### src/design/ttl_pkg.sv
package ttl_pkg;

    // Token classes carried on every result beat.
    localparam logic [2:0] CLS_NUMBER = 3'd0;
    localparam logic [2:0] CLS_STRING = 3'd1;
    localparam logic [2:0] CLS_DELIM  = 3'd2;
    localparam logic [2:0] CLS_SYMBOL = 3'd3;
    localparam logic [2:0] CLS_END    = 3'd4;

    // Error codes, given on the last beat of a token only.
    localparam logic [1:0] ERR_NONE       = 2'd0;
    localparam logic [1:0] ERR_NL_IN_STR  = 2'd1;
    localparam logic [1:0] ERR_EOT_IN_STR = 2'd2;
    localparam logic [1:0] ERR_TOO_LONG   = 2'd3;

    // Configuration register indexes.
    localparam logic REG_DELIM_LOW  = 1'b0;
    localparam logic REG_DELIM_HIGH = 1'b1;

    // Character codes the lexer treats specially.
    localparam logic [7:0] CH_NEWLINE   = 8'd10;
    localparam logic [7:0] CH_SPACE_MAX = 8'd32;
    localparam logic [7:0] CH_QUOTE     = 8'd34;
    localparam logic [7:0] CH_STAR      = 8'd42;
    localparam logic [7:0] CH_PLUS      = 8'd43;
    localparam logic [7:0] CH_MINUS     = 8'd45;
    localparam logic [7:0] CH_SLASH     = 8'd47;
    localparam logic [7:0] CH_DIGIT_0   = 8'd48;
    localparam logic [7:0] CH_DIGIT_9   = 8'd57;

    // One input byte together with its classification.
    typedef struct packed {
        logic [7:0] text_byte;
        logic       end_of_text;
        logic       is_space;
        logic       is_newline;
        logic       is_delim;
        logic       is_numeric;
        logic       is_num_start;
        logic       is_quote;
        logic       is_slash;
        logic       is_star;
        logic       slash_is_delim;
    } t_item;

    // One result beat.
    typedef struct packed {
        logic [7:0]  char_value;
        logic        has_char;
        logic [2:0]  token_class;
        logic        first_of_token;
        logic        last_of_token;
        logic [15:0] line_number;
        logic [1:0]  error_code;
        logic        last_result;
    } t_result;

endpackage

### src/design/ttl_front.sv
module ttl_front (
    input  logic              i_clk,
    input  logic              i_rst_n,
    input  logic              i_cfg_wr_en,
    input  logic              i_cfg_index,
    input  logic [63:0]       i_cfg_wr_data,
    input  logic [7:0]        i_text_byte,
    input  logic              i_end_of_text,
    output ttl_pkg::t_item    o_item
);

    logic [63:0] r_delim_low;
    logic [63:0] r_delim_high;
    logic        delim_hit;
    logic        numeric_hit;

    // Delimiter set registers, written through the configuration port.
    always_ff @(posedge i_clk) begin
        if (!i_rst_n) begin
            r_delim_low  <= '0;
            r_delim_high <= '0;
        end else if (i_cfg_wr_en) begin
            if (i_cfg_index == ttl_pkg::REG_DELIM_LOW) begin
                r_delim_low <= i_cfg_wr_data;
            end else begin
                r_delim_high <= i_cfg_wr_data;
            end
        end
    end

    // Codes 128 and up are never delimiters.
    always_comb begin
        if (i_text_byte[7]) begin
            delim_hit = 1'b0;
        end else if (i_text_byte[6]) begin
            delim_hit = r_delim_high[i_text_byte[5:0]];
        end else begin
            delim_hit = r_delim_low[i_text_byte[5:0]];
        end
    end

    // Characters that may continue a number.
    always_comb begin
        unique case (i_text_byte)
            "0", "1", "2", "3", "4", "5", "6", "7", "8", "9",
            "-", "+", "E", "e", ".", "#", "Q", "N", "A", "B", "I", "F": begin
                numeric_hit = 1'b1;
            end
            default: begin
                numeric_hit = 1'b0;
            end
        endcase
    end

    // Classification of the incoming byte.
    always_comb begin
        o_item.text_byte      = i_text_byte;
        o_item.end_of_text    = i_end_of_text;
        o_item.is_space       = (i_text_byte <= ttl_pkg::CH_SPACE_MAX) || i_text_byte[7];
        o_item.is_newline     = (i_text_byte == ttl_pkg::CH_NEWLINE);
        o_item.is_delim       = delim_hit;
        o_item.is_numeric     = numeric_hit;
        o_item.is_num_start   = ((i_text_byte >= ttl_pkg::CH_DIGIT_0) &&
                                 (i_text_byte <= ttl_pkg::CH_DIGIT_9)) ||
                                (i_text_byte == ttl_pkg::CH_PLUS) ||
                                (i_text_byte == ttl_pkg::CH_MINUS);
        o_item.is_quote       = (i_text_byte == ttl_pkg::CH_QUOTE);
        o_item.is_slash       = (i_text_byte == ttl_pkg::CH_SLASH);
        o_item.is_star        = (i_text_byte == ttl_pkg::CH_STAR);
        o_item.slash_is_delim = r_delim_low[ttl_pkg::CH_SLASH[5:0]];
    end

endmodule

### src/design/ttl_item_fifo.sv
module ttl_item_fifo (
    input  logic              i_clk,
    input  logic              i_rst_n,
    input  logic              i_push,
    input  ttl_pkg::t_item    i_item,
    output logic              o_full,
    input  logic              i_pop,
    output logic              o_valid,
    output ttl_pkg::t_item    o_item
);

    localparam int DEPTH = 4;
    localparam int PTR_W = $clog2(DEPTH);
    localparam int CNT_W = $clog2(DEPTH + 1);

    ttl_pkg::t_item r_mem [DEPTH];
    logic [PTR_W-1:0] r_wr_ptr;
    logic [PTR_W-1:0] r_rd_ptr;
    logic [CNT_W-1:0] r_count;
    logic             wr_fire;
    logic             rd_fire;

    assign o_full  = (r_count == CNT_W'(DEPTH));
    assign o_valid = (r_count != '0);
    assign o_item  = r_mem[r_rd_ptr];
    assign wr_fire = i_push && !o_full;
    assign rd_fire = i_pop && o_valid;

    // Storage for classified bytes.
    always_ff @(posedge i_clk) begin
        if (wr_fire) begin
            r_mem[r_wr_ptr] <= i_item;
        end
    end

    // Pointers and fill level.
    always_ff @(posedge i_clk) begin
        if (!i_rst_n) begin
            r_wr_ptr <= '0;
            r_rd_ptr <= '0;
            r_count  <= '0;
        end else begin
            if (wr_fire) begin
                r_wr_ptr <= r_wr_ptr + PTR_W'(1);
            end
            if (rd_fire) begin
                r_rd_ptr <= r_rd_ptr + PTR_W'(1);
            end
            if (wr_fire && !rd_fire) begin
                r_count <= r_count + CNT_W'(1);
            end else if (!wr_fire && rd_fire) begin
                r_count <= r_count - CNT_W'(1);
            end
        end
    end

endmodule

### src/design/ttl_back.sv
module ttl_back #(
    parameter int MAX_TOKEN_CHARS = 255
) (
    input  logic                       i_clk,
    input  logic                       i_rst_n,
    input  logic                       i_fire,
    input  ttl_pkg::t_item             i_item,
    output logic [1:0]                 o_res_cnt,
    output ttl_pkg::t_result [1:0]     o_res
);

    localparam int LEN_W = $clog2(MAX_TOKEN_CHARS + 1);

    localparam logic [2:0] MODE_IDLE   = 3'd0;
    localparam logic [2:0] MODE_LINEC  = 3'd1;
    localparam logic [2:0] MODE_BLOCKC = 3'd2;
    localparam logic [2:0] MODE_NUM    = 3'd3;
    localparam logic [2:0] MODE_STR    = 3'd4;
    localparam logic [2:0] MODE_SYM    = 3'd5;

    logic [2:0]       r_mode,     n_mode;
    logic             r_ovf,      n_ovf;
    logic             r_slash,    n_slash;
    logic [7:0]       r_held,     n_held;
    logic             r_hv,       n_hv;
    logic [LEN_W-1:0] r_len,      n_len;
    logic [15:0]      r_line,     n_line;
    logic [15:0]      r_tok_line, n_tok_line;
    logic             r_star,     n_star;

    ttl_pkg::t_result [1:0] e_res;
    logic [1:0]             e_cnt;
    logic                   do_end;
    logic [1:0]             end_err;
    logic                   do_accept;
    logic                   do_idle;
    logic [7:0]             c;

    function automatic logic [2:0] class_of_mode(input logic [2:0] mode);
        if (mode == MODE_NUM) begin
            return ttl_pkg::CLS_NUMBER;
        end else if (mode == MODE_STR) begin
            return ttl_pkg::CLS_STRING;
        end
        return ttl_pkg::CLS_SYMBOL;
    endfunction

    function automatic ttl_pkg::t_result make_res(
        input logic [7:0]  ch,
        input logic        has,
        input logic [2:0]  cls,
        input logic        first,
        input logic        last,
        input logic [15:0] line,
        input logic [1:0]  err
    );
        ttl_pkg::t_result r;
        r.char_value     = ch;
        r.has_char       = has;
        r.token_class    = cls;
        r.first_of_token = first;
        r.last_of_token  = last;
        r.line_number    = line;
        r.error_code     = err;
        r.last_result    = 1'b0;
        return r;
    endfunction

    function automatic logic [15:0] bump(input logic [15:0] line);
        return (line == 16'hFFFF) ? line : line + 16'd1;
    endfunction

    assign c         = i_item.text_byte;
    assign o_res_cnt = e_cnt;
    assign o_res     = e_res;

    // One lexer step: up to two result beats per byte.
    always_comb begin
        n_mode     = r_mode;
        n_ovf      = r_ovf;
        n_slash    = r_slash;
        n_held     = r_held;
        n_hv       = r_hv;
        n_len      = r_len;
        n_line     = r_line;
        n_tok_line = r_tok_line;
        n_star     = r_star;
        e_res      = '0;
        e_cnt      = 2'd0;
        do_end     = 1'b0;
        end_err    = ttl_pkg::ERR_NONE;
        do_accept  = 1'b0;
        do_idle    = 1'b0;

        // Dispatch on the current mode; the shared actions follow below.
        if (i_item.end_of_text) begin
            if (r_slash) begin
                e_res[e_cnt[0]] = make_res(ttl_pkg::CH_SLASH, 1'b1,
                    i_item.slash_is_delim ? ttl_pkg::CLS_DELIM : ttl_pkg::CLS_SYMBOL,
                    1'b1, 1'b1, r_tok_line, ttl_pkg::ERR_NONE);
                e_cnt = e_cnt + 2'd1;
            end else if (r_mode == MODE_NUM || r_mode == MODE_SYM) begin
                do_end = 1'b1;
            end else if (r_mode == MODE_STR) begin
                do_end  = 1'b1;
                end_err = ttl_pkg::ERR_EOT_IN_STR;
            end
        end else if (r_slash) begin
            n_slash = 1'b0;
            if (i_item.is_slash) begin
                n_mode = MODE_LINEC;
            end else if (i_item.is_star) begin
                n_mode = MODE_BLOCKC;
                n_star = 1'b0;
            end else if (i_item.slash_is_delim) begin
                e_res[e_cnt[0]] = make_res(ttl_pkg::CH_SLASH, 1'b1, ttl_pkg::CLS_DELIM,
                    1'b1, 1'b1, r_tok_line, ttl_pkg::ERR_NONE);
                e_cnt   = e_cnt + 2'd1;
                do_idle = 1'b1;
            end else begin
                n_mode = MODE_SYM;
                n_ovf  = 1'b0;
                n_held = ttl_pkg::CH_SLASH;
                n_hv   = 1'b1;
                n_len  = LEN_W'(1);
                if (i_item.is_space || i_item.is_delim) begin
                    do_end  = 1'b1;
                    do_idle = 1'b1;
                end else begin
                    do_accept = 1'b1;
                end
            end
        end else begin
            unique case (r_mode)
                MODE_LINEC: begin
                    if (i_item.is_newline) begin
                        n_line = bump(r_line);
                        n_mode = MODE_IDLE;
                    end
                end
                MODE_BLOCKC: begin
                    if (i_item.is_newline) begin
                        n_line = bump(r_line);
                    end
                    if (r_star && i_item.is_slash) begin
                        n_mode = MODE_IDLE;
                        n_star = 1'b0;
                    end else begin
                        n_star = i_item.is_star;
                    end
                end
                MODE_NUM: begin
                    if (i_item.is_numeric) begin
                        do_accept = 1'b1;
                    end else begin
                        do_end  = 1'b1;
                        do_idle = 1'b1;
                    end
                end
                MODE_STR: begin
                    if (i_item.is_quote) begin
                        do_end = 1'b1;
                    end else if (i_item.is_newline) begin
                        do_end  = 1'b1;
                        end_err = ttl_pkg::ERR_NL_IN_STR;
                        n_line  = bump(r_line);
                    end else begin
                        do_accept = 1'b1;
                    end
                end
                MODE_SYM: begin
                    if (i_item.is_space || i_item.is_delim) begin
                        do_end  = 1'b1;
                        do_idle = 1'b1;
                    end else begin
                        do_accept = 1'b1;
                    end
                end
                default: begin
                    n_mode  = MODE_IDLE;
                    n_ovf   = 1'b0;
                    do_idle = 1'b1;
                end
            endcase
        end

        // Close the open token with its held character, if one is held.
        if (do_end) begin
            if (end_err == ttl_pkg::ERR_NONE && n_ovf) begin
                end_err = ttl_pkg::ERR_TOO_LONG;
            end
            if (n_hv) begin
                e_res[e_cnt[0]] = make_res(n_held, 1'b1, class_of_mode(n_mode),
                    n_len == LEN_W'(1), 1'b1, n_tok_line, end_err);
            end else begin
                e_res[e_cnt[0]] = make_res(8'd0, 1'b0, class_of_mode(n_mode),
                    1'b1, 1'b1, n_tok_line, end_err);
            end
            e_cnt  = e_cnt + 2'd1;
            n_mode = MODE_IDLE;
            n_ovf  = 1'b0;
            n_hv   = 1'b0;
            n_held = 8'd0;
            n_len  = '0;
        end

        // Take a character into the token; the previous one leaves now, and past the limit the new one is dropped.
        if (do_accept) begin
            if (n_len < LEN_W'(MAX_TOKEN_CHARS)) begin
                if (n_hv) begin
                    e_res[e_cnt[0]] = make_res(n_held, 1'b1, class_of_mode(n_mode),
                        n_len == LEN_W'(1), 1'b0, n_tok_line, ttl_pkg::ERR_NONE);
                    e_cnt = e_cnt + 2'd1;
                end
                n_held = c;
                n_hv   = 1'b1;
                n_len  = n_len + LEN_W'(1);
            end else begin
                n_ovf = 1'b1;
            end
        end

        // Handle a byte seen between tokens.
        if (do_idle) begin
            priority if (i_item.is_space) begin
                if (i_item.is_newline) begin
                    n_line = bump(n_line);
                end
            end else if (i_item.is_slash) begin
                n_slash    = 1'b1;
                n_tok_line = n_line;
            end else if (i_item.is_num_start) begin
                n_mode     = MODE_NUM;
                n_ovf      = 1'b0;
                n_tok_line = n_line;
                n_hv       = 1'b1;
                n_held     = c;
                n_len      = LEN_W'(1);
            end else if (i_item.is_quote) begin
                n_mode     = MODE_STR;
                n_ovf      = 1'b0;
                n_tok_line = n_line;
                n_hv       = 1'b0;
                n_held     = 8'd0;
                n_len      = '0;
            end else if (i_item.is_delim) begin
                e_res[e_cnt[0]] = make_res(c, 1'b1, ttl_pkg::CLS_DELIM,
                    1'b1, 1'b1, n_line, ttl_pkg::ERR_NONE);
                e_cnt = e_cnt + 2'd1;
            end else begin
                n_mode     = MODE_SYM;
                n_ovf      = 1'b0;
                n_tok_line = n_line;
                n_hv       = 1'b1;
                n_held     = c;
                n_len      = LEN_W'(1);
            end
        end

        // End of text: end token, then back to the reset state.
        if (i_item.end_of_text) begin
            e_res[e_cnt[0]] = make_res(8'd0, 1'b0, ttl_pkg::CLS_END,
                1'b1, 1'b1, r_line, ttl_pkg::ERR_NONE);
            e_cnt      = e_cnt + 2'd1;
            n_mode     = MODE_IDLE;
            n_ovf      = 1'b0;
            n_slash    = 1'b0;
            n_held     = 8'd0;
            n_hv       = 1'b0;
            n_len      = '0;
            n_line     = 16'd1;
            n_tok_line = 16'd1;
            n_star     = 1'b0;
        end

        // Mark the final beat caused by this byte.
        if (e_cnt == 2'd2) begin
            e_res[1].last_result = 1'b1;
        end else if (e_cnt == 2'd1) begin
            e_res[0].last_result = 1'b1;
        end

        if (!i_fire) begin
            e_cnt = 2'd0;
        end
    end

    // Lexer state registers.
    always_ff @(posedge i_clk) begin
        if (!i_rst_n) begin
            r_mode     <= MODE_IDLE;
            r_ovf      <= 1'b0;
            r_slash    <= 1'b0;
            r_held     <= 8'd0;
            r_hv       <= 1'b0;
            r_len      <= '0;
            r_line     <= 16'd1;
            r_tok_line <= 16'd1;
            r_star     <= 1'b0;
        end else if (i_fire) begin
            r_mode     <= n_mode;
            r_ovf      <= n_ovf;
            r_slash    <= n_slash;
            r_held     <= n_held;
            r_hv       <= n_hv;
            r_len      <= n_len;
            r_line     <= n_line;
            r_tok_line <= n_tok_line;
            r_star     <= n_star;
        end
    end

endmodule

### src/design/ttl_res_fifo.sv
module ttl_res_fifo (
    input  logic                       i_clk,
    input  logic                       i_rst_n,
    input  logic [1:0]                 i_wr_cnt,
    input  ttl_pkg::t_result [1:0]     i_wr_data,
    output logic                       o_room,
    input  logic                       i_pop,
    output logic                       o_empty,
    output ttl_pkg::t_result           o_rd_data
);

    localparam int DEPTH = 4;
    localparam int PTR_W = $clog2(DEPTH);
    localparam int CNT_W = $clog2(DEPTH + 1);

    ttl_pkg::t_result r_mem [DEPTH];
    logic [PTR_W-1:0] r_wr_ptr;
    logic [PTR_W-1:0] r_rd_ptr;
    logic [CNT_W-1:0] r_count;
    logic             rd_fire;

    assign o_empty   = (r_count == '0);
    assign o_room    = (r_count <= CNT_W'(DEPTH - 2));
    assign o_rd_data = r_mem[r_rd_ptr];
    assign rd_fire   = i_pop && !o_empty;

    // Up to two result beats are written per cycle.
    always_ff @(posedge i_clk) begin
        if (i_wr_cnt != 2'd0) begin
            r_mem[r_wr_ptr] <= i_wr_data[0];
        end
        if (i_wr_cnt == 2'd2) begin
            r_mem[r_wr_ptr + PTR_W'(1)] <= i_wr_data[1];
        end
    end

    // Pointers and fill level.
    always_ff @(posedge i_clk) begin
        if (!i_rst_n) begin
            r_wr_ptr <= '0;
            r_rd_ptr <= '0;
            r_count  <= '0;
        end else begin
            r_wr_ptr <= r_wr_ptr + PTR_W'(i_wr_cnt);
            if (rd_fire) begin
                r_rd_ptr <= r_rd_ptr + PTR_W'(1);
            end
            r_count <= r_count + CNT_W'(i_wr_cnt) - CNT_W'(rd_fire);
        end
    end

endmodule

### src/design/text_token_lexer.sv
// Streaming lexer: one text byte per push beat, with end_of_text closing the text.
// Whitespace, // and block comments are skipped, and every token character up to the
// length limit leaves as one result beat with its class, first/last marks and the
// line where the token began; the last character of a token leaves one byte late,
// once its end is known. A byte is taken every cycle while full is low. A byte
// causes up to two result beats; the result queue hands out one beat per cycle
// while pop is high, so a text that causes two beats per byte runs at the pop
// rate. A byte enters a four-entry queue, and the lexer step takes it once the
// four-entry result queue has room for two beats. The user must write delimiter
// sets only while no text is in flight; the block does not enforce it.
module text_token_lexer #(
    parameter int MAX_TOKEN_CHARS = 255
) (
    input  logic        i_clk,
    input  logic        i_rst_n,
    input  logic        i_cfg_wr_en,
    input  logic        i_cfg_index,
    input  logic [63:0] i_cfg_wr_data,
    input  logic        push,
    output logic        full,
    input  logic [7:0]  i_text_byte,
    input  logic        i_end_of_text,
    output logic        empty,
    input  logic        pop,
    output logic [7:0]  o_char_value,
    output logic        o_has_char,
    output logic [2:0]  o_token_class,
    output logic        o_first_of_token,
    output logic        o_last_of_token,
    output logic [15:0] o_line_number,
    output logic [1:0]  o_error_code,
    output logic        o_last_result
);

    ttl_pkg::t_item         in_item;
    ttl_pkg::t_item         q_item;
    logic                   q_valid;
    logic                   res_room;
    logic                   step_fire;
    logic [1:0]             res_cnt;
    ttl_pkg::t_result [1:0] res_beats;
    ttl_pkg::t_result       out_beat;

    // Classification and configuration registers.
    ttl_front u_front (
        .i_clk         (i_clk),
        .i_rst_n       (i_rst_n),
        .i_cfg_wr_en   (i_cfg_wr_en),
        .i_cfg_index   (i_cfg_index),
        .i_cfg_wr_data (i_cfg_wr_data),
        .i_text_byte   (i_text_byte),
        .i_end_of_text (i_end_of_text),
        .o_item        (in_item)
    );

    // Queue between the front and the lexer step.
    ttl_item_fifo u_item_fifo (
        .i_clk   (i_clk),
        .i_rst_n (i_rst_n),
        .i_push  (push),
        .i_item  (in_item),
        .o_full  (full),
        .i_pop   (step_fire),
        .o_valid (q_valid),
        .o_item  (q_item)
    );

    assign step_fire = q_valid && res_room;

    // Lexer state machine.
    ttl_back #(
        .MAX_TOKEN_CHARS (MAX_TOKEN_CHARS)
    ) u_back (
        .i_clk     (i_clk),
        .i_rst_n   (i_rst_n),
        .i_fire    (step_fire),
        .i_item    (q_item),
        .o_res_cnt (res_cnt),
        .o_res     (res_beats)
    );

    // Result queue toward the consumer.
    ttl_res_fifo u_res_fifo (
        .i_clk     (i_clk),
        .i_rst_n   (i_rst_n),
        .i_wr_cnt  (res_cnt),
        .i_wr_data (res_beats),
        .o_room    (res_room),
        .i_pop     (pop),
        .o_empty   (empty),
        .o_rd_data (out_beat)
    );

    assign o_char_value     = out_beat.char_value;
    assign o_has_char       = out_beat.has_char;
    assign o_token_class    = out_beat.token_class;
    assign o_first_of_token = out_beat.first_of_token;
    assign o_last_of_token  = out_beat.last_of_token;
    assign o_line_number    = out_beat.line_number;
    assign o_error_code     = out_beat.error_code;
    assign o_last_result    = out_beat.last_result;

endmodule

### config.mk
export PLATFORM = sky130hd
export DESIGN_NAME = text_token_lexer
export DESIGN_NICKNAME = d
export VERILOG_FILES = /design/src/design/ttl_pkg.sv /design/src/design/ttl_front.sv /design/src/design/ttl_item_fifo.sv /design/src/design/ttl_back.sv /design/src/design/ttl_res_fifo.sv /design/src/design/text_token_lexer.sv
export SDC_FILE = /design/constraint.sdc
export NUM_CORES = 1
export LEC_CHECK = 0
export BUFFER_PORTS_ARGS = -buffer_cell sky130_fd_sc_hd__clkbuf_2
export CORE_UTILIZATION = 50
export CTS_BUF_LIST = sky130_fd_sc_hd__clkbuf_4 sky130_fd_sc_hd__clkbuf_8 sky130_fd_sc_hd__clkbuf_16
export DETAILED_ROUTE_END_ITERATION = 7
export PLACE_DENSITY = 0.69
export SLEW_MARGIN = 20
export SYNTH_ARGS = -nofsm -noshare
export SYNTH_HDL_FRONTEND = slang
export SYNTH_SLANG_ARGS = --single-unit
### constraint.sdc
create_clock -name i_clk -period 10.7 [get_ports i_clk]
set_clock_uncertainty 0.15 [all_clocks]
set_input_delay 3.21 -clock i_clk [delete_from_list [all_inputs] [get_ports i_clk]]
set_output_delay 3.21 -clock i_clk [all_outputs]
set_load 0.02 [all_outputs]
==> results of run 1 <==
## routing by layer
layer	track usage, %	routed length (microns)	share of wire (%)
met1	32.3	21700	43
met2	40.6	24300	48
met3	3.99	3240	6.4
met4	8.10	1420	2.8
met5	0	27	0.053
## cell usage after synthesis (all sizes together) (3+ instances only)
cell / count / area share, %
nor4: 12 / 0.37
and3: 19 / 0.58
ha: 19 / 1.2
xor2: 8 / 0.34
o221ai: 5 / 0.21
a221o: 3 / 0.15
a32oi: 6 / 0.26
or4: 5 / 0.18
buf: 40 / 1.1
a31oi: 9 / 0.27
dfxtp: 201 / 20
a222oi: 12 / 0.59
o22ai: 9 / 0.27
nor2: 67 / 1.2
nand2b: 16 / 0.49
nand3b: 6 / 0.22
o21a: 6 / 0.22
o21ai: 79 / 1.9
inv: 26 / 0.48
a22o: 6 / 0.26
or3: 17 / 0.54
a211o: 3 / 0.13
and4: 6 / 0.26
nor3b: 5 / 0.18
a21boi: 135 / 4.9
a32o: 10 / 0.49
mux4: 92 / 10
nand2: 389 / 7.1
a21oi: 68 / 1.7
mux2i: 101 / 4.9
a211oi: 5 / 0.18
nand4: 15 / 0.46
nand3: 24 / 0.59
o31ai: 6 / 0.24
o211ai: 3 / 0.11
a22oi: 5 / 0.18
nor2b: 31 / 0.95
mux2: 9 / 0.49
nor3: 39 / 1.0
xnor2: 23 / 0.98
clkbuf: 105 / 1.9
and2: 34 / 1.0
edfxtp: 204 / 30
## flip-flops by register name (all words and copies together) (netlist names), named ones only
name                  flops
u_res_fifo.r_mem        132
u_item_fifo.r_mem        72
u_front.r_delim_high     64
u_front.r_delim_low      64
u_back.r_line            16
u_back.r_tok_line        16
u_back.r_held             8
u_back.r_len              8
u_back.r_mode             3
u_item_fifo.r_count       3
u_res_fifo.r_count        3
u_item_fifo.r_rd_ptr      2
u_item_fifo.r_wr_ptr      2
u_res_fifo.r_rd_ptr       2
u_res_fifo.r_wr_ptr       2
u_back.r_hv               1
u_back.r_ovf              1
u_back.r_slash            1
u_back.r_star             1
## layout make-up
cell class / instances / area share (%)
Multi-Input combinational cell: 1343 / 42.5
Clock inverter: 24 / 0.914
Sequential cell: 405 / 44.4
Clock buffer: 57 / 5.55
Timing Repair Buffer: 136 / 3.33
Tap cell: 525 / 2.87
Inverter: 27 / 0.443
## cells in the final DEF (no fill, tap or decap), types with 66 or more instances in the layout
| cell type | synthesis | layout |
|---|---|---|
| mux4_2 | 92 | 92 |
| a21oi_1 | 68 | 68 |
| edfxtp_1 | 204 | 204 |
| o21ai_0 | 66 | 66 |
| nand2_1 | 389 | 388 |
| a21boi_0 | 135 | 135 |
| nor2_1 | 67 | 67 |
| mux2i_1 | 101 | 100 |
| dfxtp_1 | 201 | 200 |
| clkbuf_2 | 0 | 112 |
## metrics by stage
stage,cells,worst slack (ps),util (%)
2_1_floorplan,1920,2870,-
3_3_place_gp,2435,2830,53.2
3_5_place_dp,2435,2650,53.2
4_1_cts,2516,2610,56.9
5_1_grt,2517,2100,57.0
6_report,2517,2610,57.0
## kinds of logic after synthesis
group / synth area share, %
xor+xnor: 1.32
mux: 15.5
flops: 49.5
buf+inv: 3.49
simple gates: 15.6
fa+ha+maj: 1.35
compound gates: 13.2
## worst max path at each step
stage | startpoint | to | depth (start not counted)
global route | register | u_res_fifo.r_mem[2][31]$_DFFE_PP_ | 20
CTS | register | u_res_fifo.r_mem[2][27]$_DFFE_PP_ | 19
detailed placement | register | u_res_fifo.r_mem[2][7]$_DFFE_PP_ | 19
global placement | register | u_res_fifo.r_mem[2][7]$_DFFE_PP_ | 19
floorplan | register | u_res_fifo.r_mem[0][0]$_DFFE_PP_ | 19
finish | register | u_res_fifo.r_mem[2][12]$_DFFE_PP_ | 20
## report_power, final
| group | internal, W | leakage (nW) | switching (W) |
|---|---|---|---|
| clock network | 0.000912 | 0.740 | 0.000623 |
| registers | 0.00189 | 3.48 | 0.0000868 |
| logic | 0.000507 | 4.19 | 0.000898 |
| total | 0.00331 | 8.41 | 0.00161 |
## worst max-delay path, stage by stage (launching register included)
cell	delay (ps)
dfxtp_1	890
mux2i_1	260
mux2_2	510
inv_2	440
nor2_1	320
nand2_1	300
o21ai_1	230
buf_4	230
nor2_1	120
ha_1	240
nand4_1	120
a21oi_1	90
a311oi_2	810
nand2b_1	370
nand2_1	200
xnor2_1	160
ha_1	350
nand2b_1	220
or4_2	1060
o21ai_4	420
buf_16	240
==> results_dict.tcl, run 1 <==
set metrics [dict create \
    drtPass1Iterations 8 \
    nFillCells 3373 \
    synthDistinctLibCells 81 \
    worstSkewPairLatency_ps 580 \
    dp_hpwl_microns 33500 \
    ys_seq_area_share_pct 49.5 \
    period_share_pct 75.6 \
    syn_to_final_growth_pct 11.4 \
    crit_required_ps 10830 \
    cts-root-buf "clkbuf_16" \
    slew_headroom_pct 29.3 \
    grt_pass1_vias 14800 \
    ys_ff_latch 405 \
    hold_end "u_front.r_delim_low[57]$_SDFFE_PN0P_" \
    drt_iter0_drc 1248 \
    multiInputGateArea_sq_um 9710 \
    cts_resized 0 \
    finalInstanceArea_sq_um 22900 \
    gp_congestion 0.936 \
    portBuffers 113 \
    critPathLaunchType "register" \
    cts_buffers 44 \
    grt_use_total_pct 24.4 \
    post_drt_via_cell_ratio 6.00 \
    drive_gt1_share_pct 16.7 \
    cap_viol_max_count 0 \
    hold_path.class "register to register" \
    final_hold_viol_count 0 \
    period_needed_ps 8090 \
    cts.path.max_buffers 3 \
    grt_pass1_wl_microns 80700 \
    cts.clk_slew.worst_paths_ps 60 \
    route.detailed.drc 3 \
    ant_nets 0 \
    final_nets 2057 \
    cts_tree "yes" \
    finalPower_w 0.00491 \
    drv_slew 0 \
    whs_ps 311 \
    synth_flop_cell "edfxtp_1" \
    rsz0062_at_grt "false" \
    yosysWarnings 0 \
    start_util_pct 51.2 \
    synth_fp_nets 2020 \
    gr-total-overflow 0 \
    io_pins 114 \
    async_flop_share_pct 0 \
    grt_start_max_net_pins 104 \
    synth_edf_count 204 \
    p_leak_nw 8.41 \
    wl_microns 50700 \
    antenna_found_initial 2 \
    status "finished with violations" \
    die_h_microns 205 \
    cts_setup_buffers 0 \
    worstMarginPinSlew_ps 1060 \
    timing.rr.end "u_res_fifo.r_mem[2][12]$_DFFE_PP_" \
    syn-instance-count 1920 \
    critPathCaptureType "register" \
    diodes 0 \
    p_per_area_nw_per_um2 215 \
    crit_type "register to register" \
    violations "design-rule violations" \
    peakVddDrop_v 0.000121 \
    cts_sinks 405 \
    whs_path_depth 2 \
    reg2regPathDepth 20 \
    rows 73 \
    coreArea_sq_um 40100 \
    min_from "u_front.r_delim_low[57]$_SDFFE_PN0P_" \
    die_area_sq_um 41900 \
    crit_path_max_fanout 36 \
    wire_per_inst_microns 20.1 \
    regArea_sq_um 10200 \
    critPathArrivalTime_ps 8220 \
    postSynthAreaPerCell_sq_um 10.7 \
    postPlaceCellArea_sq_um 21300 \
    synthesis.area_sq_um 20500 \
    via_count 15100 \
    fp.dieW_microns 205 \
    finalSetupTns_ps 0 \
    setup_viol 0 \
    max_freq_mhz 124 \
    htreeDepth 2 \
    cts_hold_buf 0 \
    r2r_slack_ps 2610 \
]
No activity file was read; power rests on OpenSTA's default activity.
==> run 2, diff against run 1 <==
Settings changed: ABC_AREA set to 1, PLACE_DENSITY 0.69 to 0.72.
Clock period 10.7 ns to 7.19 ns, I/O delays scaled along.
==> results_dict.tcl, run 2 <==
set metrics [dict create \
    final_hold_viol_count 0 \
    yosysTopAreaCell "edfxtp_1" \
    p_per_area_nw_per_um2 363 \
    p_leak_nw 9.83 \
    synth_common_cells "682 x nand2_1, 479 x nor2_1, 283 x o21ai_0" \
    gp_congestion 0.943 \
    regArea_sq_um 10200 \
    synthesis.area_sq_um 21400 \
    ys_ff_latch 405 \
    coreArea_sq_um 42000 \
    cts_setup_buffers 0 \
    max_freq_mhz 152 \
    synth_fp_nets 2934 \
    pwr-share-comb_pct 37.3 \
    drv_slew 0 \
    ys_seq_area_share_pct 47.5 \
    cap_viol_max_count 0 \
    grt_use_total_pct 27.4 \
    finalSetupTns_ps 0 \
    crit_end "u_res_fifo.r_mem[2][17]$_DFFE_PP_" \
    die_area_sq_um 43500 \
    die_h_microns 209 \
    route.detailed.drc 0 \
    crit_cells 24 \
    start_util_pct 50.8 \
    diodes 0 \
    top_register "u_res_fifo.r_mem" \
    period_needed_ps 6590 \
    cts_buffers 44 \
    critPathArrivalTime_ps 6660 \
    post_drt_via_cell_ratio 5.71 \
    crit_type "register to register" \
    reg_top3 "u_res_fifo.r_mem (132), u_item_fifo.r_mem (72)" \
    drtPass1Iterations 6 \
    synth_flop_cell "edfxtp_1" \
    dp_hpwl_microns 40600 \
    slew_headroom_pct 24.1 \
    worstMarginPinSlew_ps 1130 \
    cts_sinks 405 \
    timing.critical_path.mode_cell "nand2_1" \
    nFillCells 3850 \
    cts-root-buf "clkbuf_16" \
    rsz0062_at_grt "false" \
    synthDistinctLibCells 56 \
    grt_pass1_wl_microns 97200 \
    multiInputGateArea_sq_um 9790 \
    critPathCaptureType "register" \
    power_switching_w 0.00344 \
    final_cell_mix "682 x nand2_1, 474 x nor2_1, 283 x o21ai_0" \
    antenna_found_initial 0 \
    synth_top_area_share_pct 28.7 \
    grt_pass1_vias 18600 \
    cts.path.max_buffers 3 \
    final_common_cell "nand2_1" \
    rows 75 \
    crit_required_ps 7260 \
    portBuffers 113 \
    cts_hold_buf 0 \
    crit_family "simple AND/OR/NAND/NOR gates" \
    drive_gt1_share_pct 9.36 \
    synth.area.top_cells "edfxtp_1 29%, dfxtp_1 19%, nand2_1 12%" \
    syn_to_final_growth_pct 10.5 \
    gr-total-overflow 0 \
    peakVddDrop_v 0.000223 \
    fp.dieW_microns 209 \
    synth_edf_count 204 \
    htreeDepth 2 \
    worstSkewPairLatency_ps 570 \
    largest_register_ffs 132 \
    internal_power_w 0.00513 \
    cts.clk_slew.worst_paths_ps 60 \
    crit_path_max_fanout 37 \
    period_share_pct 91.7 \
    crit_chain "buf_4 > inv_4 > nand2_1 > nand3_1 > nand2_1 > buf_4 > nand3_1 > nor2_4 > nand2_1 > nand2_2 > inv_1 > ha_1 > nor2_1 > nand3_2 > nand2_4 > nand2_4 > nand2_1 > inv_1 > ha_1 > inv_1 > o21ai_0 > nand2_1 > nand2_1 > buf_4" \
    hold_path.class "register to register" \
    cts_resized 0 \
    slowest_delay_ps 550 \
    timing.rr.end "u_res_fifo.r_mem[2][17]$_DFFE_PP_" \
    yosysWarnings 0 \
    ant_nets 0 \
    final_nets 2962 \
    grt_start_max_net_pins 146 \
    r2r_slack_ps 600 \
    async_flop_share_pct 0 \
    yosysMostFrequentCell "nand2_1" \
    via_count 19600 \
    path_buf_inv 7 \
    io_pins 114 \
    sw_frac_of_total_pct 40.2 \
    seq_power_share_pct 35.6 \
    critPathSlowestCell "nand2_1" \
    drt_iter0_drc 1562 \
    clkPwrFrac_pct 27.1 \
    wire_per_inst_microns 17.5 \
    cts_tree "yes" \
    postSynthAreaPerCell_sq_um 7.54 \
    finalPower_w 0.00857 \
    critPathLaunchType "register" \
    setup_viol 0 \
    status "completed" \
    syn-instance-count 2834 \
    wl_microns 60200 \
    reg2regPathDepth 24 \
]
## run 2: cell types whose count changed in the layout (fill, tap and decap cells not counted), sizes merged, moves of 33 or more
cell | previous run | this run
nor2 | 67 | 488
nand2 | 389 | 697
nand3 | 24 | 288
o21ai | 79 | 288
inv | 28 | 172
a21boi | 135 | 0
mux2i | 101 | 0
mux4 | 92 | 0
a22oi | 5 | 45
and2 | 34 | 1
## run 2: how the worst min path moves through the flow
| stage | startpoint | to | slack, ps | depth (start not counted) |
|---|---|---|---|---|
| floorplan | u_res_fifo.r_rd_ptr[1]$_SDFFE_PN0P_ | register | 290 | 2 |
| global placement | u_back.r_held[2]$_SDFFE_PN0P_ | u_back.r_held[2]$_SDFFE_PN0P_ | 300 | 2 |
| detailed placement | u_back.r_held[7]$_SDFFE_PN0P_ | u_back.r_held[7]$_SDFFE_PN0P_ | 310 | 2 |
| CTS | u_back.r_held[7]$_SDFFE_PN0P_ | u_back.r_held[7]$_SDFFE_PN0P_ | 320 | 2 |
| global route | u_back.r_len[4]$_SDFFE_PN0P_ | u_back.r_len[4]$_SDFFE_PN0P_ | 330 | 2 |
| finish | u_back.r_len[4]$_SDFFE_PN0P_ | u_back.r_len[4]$_SDFFE_PN0P_ | 320 | 2 |
## run 2: power by group through the flow
stage	clock, W	combinational, W	sequential, W
3_3_place_gp	0	0.00307	0.00309
6_report	0.00233	0.00319	0.00305
2_1_floorplan	0	0.00227	0.00305
4_1_cts	0.00236	0.00317	0.00305
3_5_place_dp	0	0.00315	0.00310
5_1_grt	0.00245	0.00355	0.00308
## run 2: worst register-to-register path, cell delays in order, from the launching register on
cell	delay, ps
dfxtp_1	310
buf_4	340
inv_4	240
nand2_1	110
nand3_1	70
nand2_1	80
buf_4	240
nand3_1	160
nor2_4	420
nand2_1	120
nand2_2	360
inv_1	330
ha_1	410
nor2_1	140
nand3_2	200
nand2_4	180
nand2_4	200
nand2_1	180
inv_1	50
ha_1	400
inv_1	80
o21ai_0	380
nand2_1	90
nand2_1	550
buf_4	450
## run 2: final cells by class
cell class | count | area share (%)
multi-input cells | 2086 | 41.5
clock buffers | 50 | 4.96
inverters | 176 | 2.82
clock inverters | 29 | 1.33
repair buffers | 149 | 3.57
well taps | 539 | 2.86
flip-flops and latches | 405 | 43.0
## run 2: layer usage
layer	global-route usage (%)	part of all wire (%)	vias up
met5	0	0	-
met3	3.68	7.8	97
met4	9.33	2.6	0
li1	-	-	9617
met2	47.3	48	827
met1	35.3	42	9071
## run 2: logic make-up (layout without fill, tap and decap cells)
logic type	count (synthesis)	in the layout	share of synthesized area [%]
AOI/OAI and AO/OA	539	539	14.6
and+or+nand+nor	1518	1518	29.4
DFF	405	405	47.5
xor gates and xnor gates	8	8	0.328
adders and majority gates	21	21	1.30
buffers and inverters	343	404	6.78
## run 2: stage by stage
| step | util, % | hold WS (ps) | instance area (sq um) | std cells | worst slack [ps] |
|---|---|---|---|---|---|
| after global routing | 56.2 | 329 | 23600 | 3434 | 133 |
| after detailed placement | 52.6 | 308 | 22100 | 3355 | 733 |
| after CTS | 56.1 | 317 | 23600 | 3434 | 702 |
| final | 56.2 | 315 | 23600 | 3434 | 600 |
| after floorplan | - | 286 | 21400 | 2834 | 2210 |
| after global placement | 52.6 | 303 | 22100 | 3355 | 933 |
